===== src/sv/lcdf_pkg.sv =====
// Package for the LCD serial command framer: request and result word types,
// op codes, frame phase codes and protocol byte constants. No dependencies.
`default_nettype none

package lcdf_pkg;

  // Request word fields.
  typedef struct packed {
    logic [1:0] op;
    logic [7:0] byte_value;
    logic [7:0] second_byte;
    logic [5:0] row_pos;
    logic [3:0] column_pos;
  } req_t;

  // Result word fields.
  typedef struct packed {
    logic [7:0] spi_byte;
    logic       last;
  } res_t;

  // Request op codes.
  localparam logic [1:0] OP_CMD     = 2'd0;
  localparam logic [1:0] OP_DATA    = 2'd1;
  localparam logic [1:0] OP_TEXTPOS = 2'd2;
  localparam logic [1:0] OP_GFXWORD = 2'd3;

  // Byte position within one three-byte controller write.
  localparam logic [1:0] PH_SYNC = 2'd0;
  localparam logic [1:0] PH_HIGH = 2'd1;
  localparam logic [1:0] PH_LOW  = 2'd2;

  // Protocol constants.
  localparam logic [7:0] SYNC_BYTE    = 8'hF8;
  localparam logic [7:0] RS_DATA_BIT  = 8'h02;
  localparam logic [7:0] NIBBLE_MASK  = 8'hF0;
  localparam logic [7:0] CMD_EXTENDED = 8'h34;
  localparam logic [7:0] CMD_BASIC    = 8'h30;
  localparam logic [7:0] ADDR_ROW0    = 8'h80;
  localparam logic [7:0] ADDR_ROW1    = 8'h90;
  localparam logic [7:0] ADDR_GRAPHIC = 8'h80;

  // Width of the write index within a run (at most six writes).
  localparam int WIDX_W = 3;

  // Control from the sequencer to the byte generator.
  typedef struct packed {
    logic              active;
    logic [WIDX_W-1:0] widx;
    logic [1:0]        phase;
  } seq_ctl_t;

  // Status from the byte generator back to the sequencer.
  typedef struct packed {
    logic final_byte;
  } gen_sts_t;

endpackage

`default_nettype wire


===== src/sv/lcd_serial_command_framer_top.sv =====
// Top level of the LCD serial command framer: sequencer, byte generator and
// result register. Depends on lcdf_pkg, lcdf_sequencer and lcdf_byte_gen.
// The first byte of a run passes through the sequencer's request and control
// registers and then the result register before it reaches the result ports.
// Throughput: one byte per cycle; a run is 3, 6 or 18 bytes by op, set by the
// byte generator, and the next word is taken on the final byte of a run.
// Reset clears the sequencer control and the strobe; the receiver cannot stall.
`default_nettype none

module lcd_serial_command_framer_top import lcdf_pkg::*; (
  input  wire       clk,
  input  wire       rst,
  input  wire       start,
  input  wire req_t req,
  output logic      busy,
  output logic      strobe,
  output res_t      result
);

  req_t     req_q;
  seq_ctl_t ctl;
  gen_sts_t sts;
  res_t     res_next;

  lcdf_sequencer u_seq (
    .clk    (clk),
    .rst    (rst),
    .start  (start),
    .req_in (req),
    .sts    (sts),
    .busy   (busy),
    .req    (req_q),
    .ctl    (ctl)
  );

  lcdf_byte_gen u_gen (
    .req (req_q),
    .ctl (ctl),
    .res (res_next),
    .sts (sts)
  );

  // Result register.
  always_ff @(posedge clk) begin
    if (rst) begin
      strobe <= 1'b0;
    end else begin
      strobe <= ctl.active;
    end
  end

  always_ff @(posedge clk) begin
    result <= res_next;
  end

endmodule

`default_nettype wire


===== src/sv/lcdf_byte_gen.sv =====
// Byte generator: picks the controller write for the current write index and
// frames the current byte of it. Depends on lcdf_pkg.
`default_nettype none

module lcdf_byte_gen import lcdf_pkg::*; (
  input  wire req_t     req,
  input  wire seq_ctl_t ctl,
  output res_t          res,
  output gen_sts_t      sts
);

  logic             is_data;
  logic [7:0]       value;
  logic [WIDX_W-1:0] nwrites_m1;

  // Select the value and write kind for this write index.
  always_comb begin
    is_data    = 1'b0;
    value      = 8'h00;
    nwrites_m1 = '0;
    unique case (req.op)
      OP_CMD: begin
        value = req.byte_value;
      end
      OP_DATA: begin
        is_data = 1'b1;
        value   = req.byte_value;
      end
      OP_TEXTPOS: begin
        nwrites_m1 = WIDX_W'(1);
        if (ctl.widx == '0) begin
          value = CMD_BASIC;
        end else begin
          value = ((req.row_pos == 6'd0) ? ADDR_ROW0 : ADDR_ROW1) + {4'h0, req.column_pos};
        end
      end
      OP_GFXWORD: begin
        nwrites_m1 = WIDX_W'(5);
        case (ctl.widx)
          WIDX_W'(0): value = CMD_EXTENDED;
          WIDX_W'(1): value = ADDR_GRAPHIC + {2'b00, req.row_pos};
          WIDX_W'(2): value = ADDR_GRAPHIC + {4'h0, req.column_pos};
          WIDX_W'(3): value = CMD_BASIC;
          WIDX_W'(4): begin
            is_data = 1'b1;
            value   = req.byte_value;
          end
          default: begin
            is_data = 1'b1;
            value   = req.second_byte;
          end
        endcase
      end
      default: begin
        value = req.byte_value;
      end
    endcase
  end

  // Frame the byte for the current phase of the write.
  always_comb begin
    unique case (ctl.phase)
      PH_SYNC: res.spi_byte = SYNC_BYTE | (is_data ? RS_DATA_BIT : 8'h00);
      PH_HIGH: res.spi_byte = value & NIBBLE_MASK;
      default: res.spi_byte = {value[3:0], 4'h0};
    endcase
  end

  // The final byte is the low nibble of the last write.
  assign sts.final_byte = (ctl.phase == PH_LOW) && (ctl.widx == nwrites_m1);
  assign res.last       = sts.final_byte;

endmodule

`default_nettype wire


===== src/sv/lcdf_sequencer.sv =====
// Sequencer: holds the accepted request and steps through its bytes, one per
// cycle, loading the next request on the final byte. Depends on lcdf_pkg.
`default_nettype none

module lcdf_sequencer import lcdf_pkg::*; (
  input  wire           clk,
  input  wire           rst,
  input  wire           start,
  input  wire req_t     req_in,
  input  wire gen_sts_t sts,
  output logic          busy,
  output req_t          req,
  output seq_ctl_t      ctl
);

  logic              active;
  logic [WIDX_W-1:0] widx;
  logic [1:0]        phase;
  logic              take;

  // Free on the last byte of a run, so the next word follows without a gap.
  assign busy = active && !sts.final_byte;
  assign take = start && !busy;

  assign ctl.active = active;
  assign ctl.widx   = widx;
  assign ctl.phase  = phase;

  // Control registers.
  always_ff @(posedge clk) begin
    if (rst) begin
      active <= 1'b0;
      widx   <= '0;
      phase  <= PH_SYNC;
    end else if (take) begin
      active <= 1'b1;
      widx   <= '0;
      phase  <= PH_SYNC;
    end else if (active) begin
      if (sts.final_byte) begin
        active <= 1'b0;
      end else if (phase == PH_LOW) begin
        phase <= PH_SYNC;
        widx  <= widx + WIDX_W'(1);
      end else begin
        phase <= phase + 2'd1;
      end
    end
  end

  // Request register.
  always_ff @(posedge clk) begin
    if (take) begin
      req <= req_in;
    end
  end

endmodule

`default_nettype wire


===== config.mk =====
export PLATFORM = sky130hd
export DESIGN_NAME = lcd_serial_command_framer_top
export DESIGN_NICKNAME = d
export VERILOG_FILES = /design/src/sv/lcdf_pkg.sv /design/src/sv/lcd_serial_command_framer_top.sv /design/src/sv/lcdf_byte_gen.sv /design/src/sv/lcdf_sequencer.sv
export SDC_FILE = /design/constraint.sdc
export NUM_CORES = 1
export LEC_CHECK = 0
export ABC_AREA = 1
export CAP_MARGIN = 20
export CORE_UTILIZATION = 30
export CTS_CLUSTER_DIAMETER = 100
export DETAILED_ROUTE_END_ITERATION = 12
export DONT_BUFFER_PORTS = 1
export GPL_ROUTABILITY_DRIVEN = 0
export HOLD_SLACK_MARGIN = 0.12
export SETUP_SLACK_MARGIN = 0.02
export SLEW_MARGIN = 20
export SYNTH_ARGS = -nofsm -noshare
export SYNTH_HDL_FRONTEND = slang
export SYNTH_SLANG_ARGS = --single-unit
export TNS_END_PERCENT = 10

===== constraint.sdc =====
create_clock -name clk -period 3.55 [get_ports clk]
set_clock_uncertainty 0.2 [all_clocks]
set_input_delay 0.5325 -clock clk [delete_from_list [all_inputs] [get_ports clk]]
set_output_delay 0.5325 -clock clk [all_outputs]
set_load 0.02 [all_outputs]

# Word-level counts from Yosys, hierarchy flattened
# Index checks and enable logic that the tools add are counted.
totals:
  input_bits: 31
  out_inout_bits: 11
  register_bits: 44
  wordCells: 54
classes:
  bitwise_logic: 1
  reduce_logical: 14
  mux: 13
  n_addsub: 5
  eq_ne: 10
op_table:
  columns: ["operator", "n"]
  rows:
  - ["$pmux W8 S5", 1]
  - ["$pmux W8 S3", 1]
  - ["$pmux W8 S2", 1]
  - ["$add A8 B4 Y8", 1]
  - ["$add A8 B4 Y8 const A", 1]
  - ["$add A8 B6 Y8 const A", 1]
  - ["$mux W8", 1]
  - ["$eq A2 B2 Y1 const B", 3]
  - ["$eq A3 B2 Y1 const B", 2]
  - ["$logic_not A6 Y1", 1]
  - ["$pmux W3 S2", 1]
  - ["$mux W5", 1]
  - ["$eq A2 B1 Y1 const B", 2]
  - ["$logic_not A2 Y1", 2]
  - ["$mux W1", 4]
  - ["$mux W2", 2]
  - ["$reduce_or A2 Y1", 2]
  - ["$reduce_or A4 Y1", 1]
  - ["$add A3 B1 Y3 const B", 1]
  - ["$eq A3 B1 Y1 const B", 1]
  - ["$eq A3 B3 Y1", 1]
  - ["$eq A3 B3 Y1 const B", 1]
  - ["$logic_and A1 B1 Y1", 3]
  - ["$logic_not A3 Y1", 1]
  - ["other kinds (6)", 7]

# Depth between registers and ports, before layout
depth:
  ltp_word: 9
  mapped_depth: 12

# Cells and area by module
# From an unflattened synthesis, not the netlist that was laid out.
hier_totals:
  hier_cells: 231
  hier_area_um2: 2009.4
modules_own_cells:
  columns: ["module", "instances", "cells_each", "area_per_inst_um2", "seq_area_each_um2"]
  rows:
  - ["lcdf_sequencer", 1, 71, 1142.3, 960.9]
  - ["lcdf_byte_gen", 1, 148, 656.9, 0.0]
  - ["lcd_serial_command_framer_top", 1, 12, 210.2, 200.2]

# Worst setup path after synthesis
# Ideal clock, no wire load.
synth_timing:
  path_type: "register to register"
  start: "reg u_seq.req[27] (netlist name)"
  end: "reg u_seq.req[0] (netlist name)"
  arrival_time_ps: 1532
  path_stages_with_launch: 9
  synth_period_minus_slack_ps: 2114
  setup_slack_ps: 1436
  cell_sequence: "edfxtp_1 > buf_4 > inv_1 > nand2_1 > nand2_1 > nand3_4 > nand2_4 > nand2_2 > inv_1"
synth_via:
  elab_chain_cells: 8
  elab_cells_between_ends: 9
  cone_classes: "eq/ne: 3; mux: 1; reduce/logical: 5"
synth_rtl:
  columns: ["element", "line", "source"]
  rows:
  - ["$eq A2 B2 Y1", "lcdf_byte_gen.sv:21", "unique case (req.op)"]
  - ["$pmux W3 S2 (*)", "lcdf_byte_gen.sv:21", null]
  - ["$eq A3 B3 Y1 (*)", "lcdf_byte_gen.sv:70", "assign sts.final_byte = (ctl.phase == PH_LOW) && (ctl.widx == nwrites_m1);"]
  - ["$logic_and A1 B1 Y1 (*)", "lcdf_byte_gen.sv:70", null]
  - ["$logic_not A1 Y1 (*)", "lcdf_sequencer.sv:22", "assign busy = active && !sts.final_byte;"]
  - ["$logic_and A1 B1 Y1 (*)", "lcdf_sequencer.sv:22", null]
  - ["$logic_not A1 Y1 (*)", "lcdf_sequencer.sv:23", "assign take = start && !busy;"]
  - ["$logic_and A1 B1 Y1 (*)", "lcdf_sequencer.sv:23", null]
  - ["net u_seq.take", "lcdf_sequencer.sv:19", "logic take;"]
# The timed path passes the listed nets; every way through them passes the cells marked *.
# A chain may end at the register's enable or synchronous reset.

# Worst setup path after layout
layout_timing:
  start: "reg u_seq.req[27] (netlist name)"
  end: "reg u_seq.req[18] (netlist name)"
layout_via:
  elab_chain_cells: 8
  elab_cells_between_ends: 9
  cone_classes: "eq/ne: 3; mux: 1; reduce/logical: 5"
layout_rtl:
  columns: ["element", "line"]
  rows:
  - ["$eq A2 B2 Y1", "lcdf_byte_gen.sv:21"]
  - ["$pmux W3 S2 (*)", "lcdf_byte_gen.sv:21"]
  - ["$eq A3 B3 Y1 (*)", "lcdf_byte_gen.sv:70"]
  - ["$logic_and A1 B1 Y1 (*)", "lcdf_byte_gen.sv:70"]
  - ["$logic_not A1 Y1 (*)", "lcdf_sequencer.sv:22"]
  - ["$logic_and A1 B1 Y1 (*)", "lcdf_sequencer.sv:22"]
  - ["$logic_not A1 Y1 (*)", "lcdf_sequencer.sv:23"]
  - ["$logic_and A1 B1 Y1 (*)", "lcdf_sequencer.sv:23"]
  - ["net u_seq.take", "lcdf_sequencer.sv:19"]
# Marked as above.

==> key figures <==
STA
  – Unrepaired setup endpoints after global routing: no
  – Period utilization: between 70% and 80%
  – Max Slew Vio Count: 0
  – Slew margin rel.: roughly three fifths
  – Min cycle time layout: roughly 2.6 ns
  – Slew @ Worst Pin: slightly below 0.6 ns
  – Post-Route Setup TNS: 0 ns
  – Setup-failing EPs final: 0
  – Final hold violations: 0
  – Max Fclk: 379.3 MHz
  – Worst setup slack after layout: 0.9137 ns

Setup path
  – Critical path class: flip-flop to flip-flop
  – Setup crit start kind: flip-flop
  – Crit path from: u_seq.req[27]
  – Worst endpoint data arrival time: about 2.4 ns
  – Critical path fanouts, max: 15
  – Crit-path cells: inv_1 -> nand2_1 -> nand2_1 -> nand3_4 -> nand2_4 -> nand2_2 -> inv_1 -> buf_4
  – Critical path's largest stage delay: approximately 0.5 ns
  – RR Startpoint: u_seq.req[27]
  – Crit-path slowest cell: edfxtp_1
  – Data required, critical path: 3.34 ns
  – Crit path capture type: flip-flop
  – Family with the most delay on the worst path: buffers and inverters
  – CP Buf/Inv Count: 3

Layout
  – Layout overhead on the synthesized area: 21.56%
  – Antenna Cells: 0
  – Total Nets Final: 299
  – Final std cells w/o fill: roughly 340
  – Layout cells sized above 1: between 6 and 7%

Drt
  – Pre-Repair DR Iteration Count: 8
  – Drt drc: 2
  – Via/cell ratio: 4.589
  – Antenna viol nets, final: 0
  – DR WL/cell: between 10 and 15 µm
  – Initial DRC Count: 52
  – Via Count: around 1600
  – DRT Wirelength: between 4000 and 5000 µm

Die
  – I/O pins: 42
  – FP Rows: 29
  – Initial Util: 31.54%
  – Die X: 84.40 µm
  – Die Ht: 84.40 µm
  – Die area: about 7000 µm²
  – Area of the core: 6459 µm²

Place
  – Worst slack, placed: between 0.8 and 0.9 ns
  – Detailed Place HPWL: between 3000 and 4000 µm
  – Placed Instances: between 300 and 400
  – I/O Buffers: 0

Yosys
  – Syn Area/Cell: 8.818 µm²
  – Post-synth EDFFs: 28
  – Top-count cell post-synth: nand2_1
  – Register area share after synthesis: around 55%
  – Yosys synthesis warning count: 0
  – Asr flop ratio synth: 0%
  – Post-synth top area cell: edfxtp_1
  – Largest cells by area after synthesis: edfxtp_1, dfxtp_1, nand2_1
  – Netlist cell types: 24
  – Post-synth top flop: edfxtp_1
  – Synth cell count leaders: nand2_1, edfxtp_1, inv_1, nor2_1, nand3_1
  – Mapped Area: roughly 2000 µm²
  – #FFs+latches synth: 42
  – Synth Instances: ~230
  – Synth top area share: 41.28%

Power and ir drop
  – Max IR drop VDD: roughly 0.31 mV
  – Pwr dens: ~390 nW/µm²
  – Lkg Pwr: ~1.1 nW
  – Total Power: approximately 0.00095 W

Job
  – Max Cap Viol: 0

Clock tree
  – CTS max path bufs: 2
  – Clock sink total: 42
  – Skew-Pair Late Insertion Delay: 0.29 ns
  – Worst-path clk slew: 0.07 ns
  – Clock root buffer: clkbuf_8
  – CTS tree: built
  – Num CTS Buffers: 5
  – Cts repair resizes: 0
  – Setup Fix Bufs, Post-CTS: 0
  – H-Tree Depth: 2

Worst hold path
  – Hold path start: start
  – HP Class: primary input to flip-flop

GRT
  – Gr usage total: roughly 13%
  – Congestion Overflow GR: 0
  – First-pass GRT wire length: 6962 µm
  – Pin count of the biggest net entering global routing: 16
  – Vias in the first global route: roughly 1500
  – Initial antenna violation count: 0

Outcome
  – Failing checks: design-rule violations
  – Status: complete, but fails checks
-- metrics by stage --
step,instance area [µm²],utilization [%],hold slack [ns]
6_report,2476,38.34,0.1822
5_1_grt,2476,38.34,0.1976
4_1_cts,2196,34.00,0.1227
3_5_place_dp,2096,32.45,0.2892
3_3_place_gp,2096,32.45,0.2991
2_1_floorplan,2041,-,0.2724
-- path summary, 6_finish.rpt --
check	end	slack, ns	depth (start not counted)
max	u_seq.req[18]	0.91	8
min	u_seq.active	0.18	2
max reg2reg	u_seq.req[18]	0.91	8
min reg2reg	u_seq.phase[1]	0.30	2
-- placed cells by master (no fill, tap or decap), types with 2 or more instances in the layout --
| cell type | n |
|---|---|
| a21oi_1 | 14 |
| clkbuf_1 | 2 |
| clkbuf_8 | 6 |
| conb_1 | 2 |
| dfxtp_1 | 14 |
| dlygate4sd3_1 | 29 |
| edfxtp_1 | 28 |
| ha_1 | 5 |
| inv_1 | 28 |
| nand2_1 | 68 |
| nand2_2 | 4 |
| nand3_1 | 20 |
| nand3b_1 | 2 |
| nand4_1 | 4 |
| nor2_1 | 27 |
-- state kept, by name (all words and copies together) (netlist names) --
register and count:
strobe 1, u_seq.active 1, result 7, u_seq.widx 3, u_seq.phase 2, u_seq.req 28
-- cells by family after synthesis --
logic type / share of synthesized area (%)
flops: 55.04
buf+inv: 8.047
compound gates: 5.283
simple gates: 28.38
other cells: 0.1841
fa+ha+maj: 3.071
-- report_power, final --
group	leakage [nW]	switching [W]	internal (W)
Clock	0.0455	0.000149	0.000158
Sequential	0.381	0.0000217	0.000551
Combinational	0.642	0.0000405	0.0000341
Total	1.07	0.000211	0.000743
-- area by class of cell --
| cell class | instances | area, µm² |
|---|---|---|
| Sequential cell | 42 | 1121 |
| Clock buffer | 8 | 90.09 |
| Timing Repair Buffer | 30 | 297.8 |
| Tap cell | 77 | 96.34 |
| Multi-Input combinational cell | 154 | 755.7 |
| Fill cell | 680 | 3983 |
| Inverter | 30 | 115.1 |
-- per-layer routing --
metal  GRT usage [%]  part of all wire (%)
met1           16.65                    44
met2           19.52                    47
met3           4.228                   7.9
met4           4.468                  0.83
met5               0                     0
-- timing repair --
action                                 in CTS  in global routing
setup endpoints to repair                   0                  0
endpoints found under the hold margin       2                 28
hold buffers                                1                 28
Power figures use the tool's default switching activity.
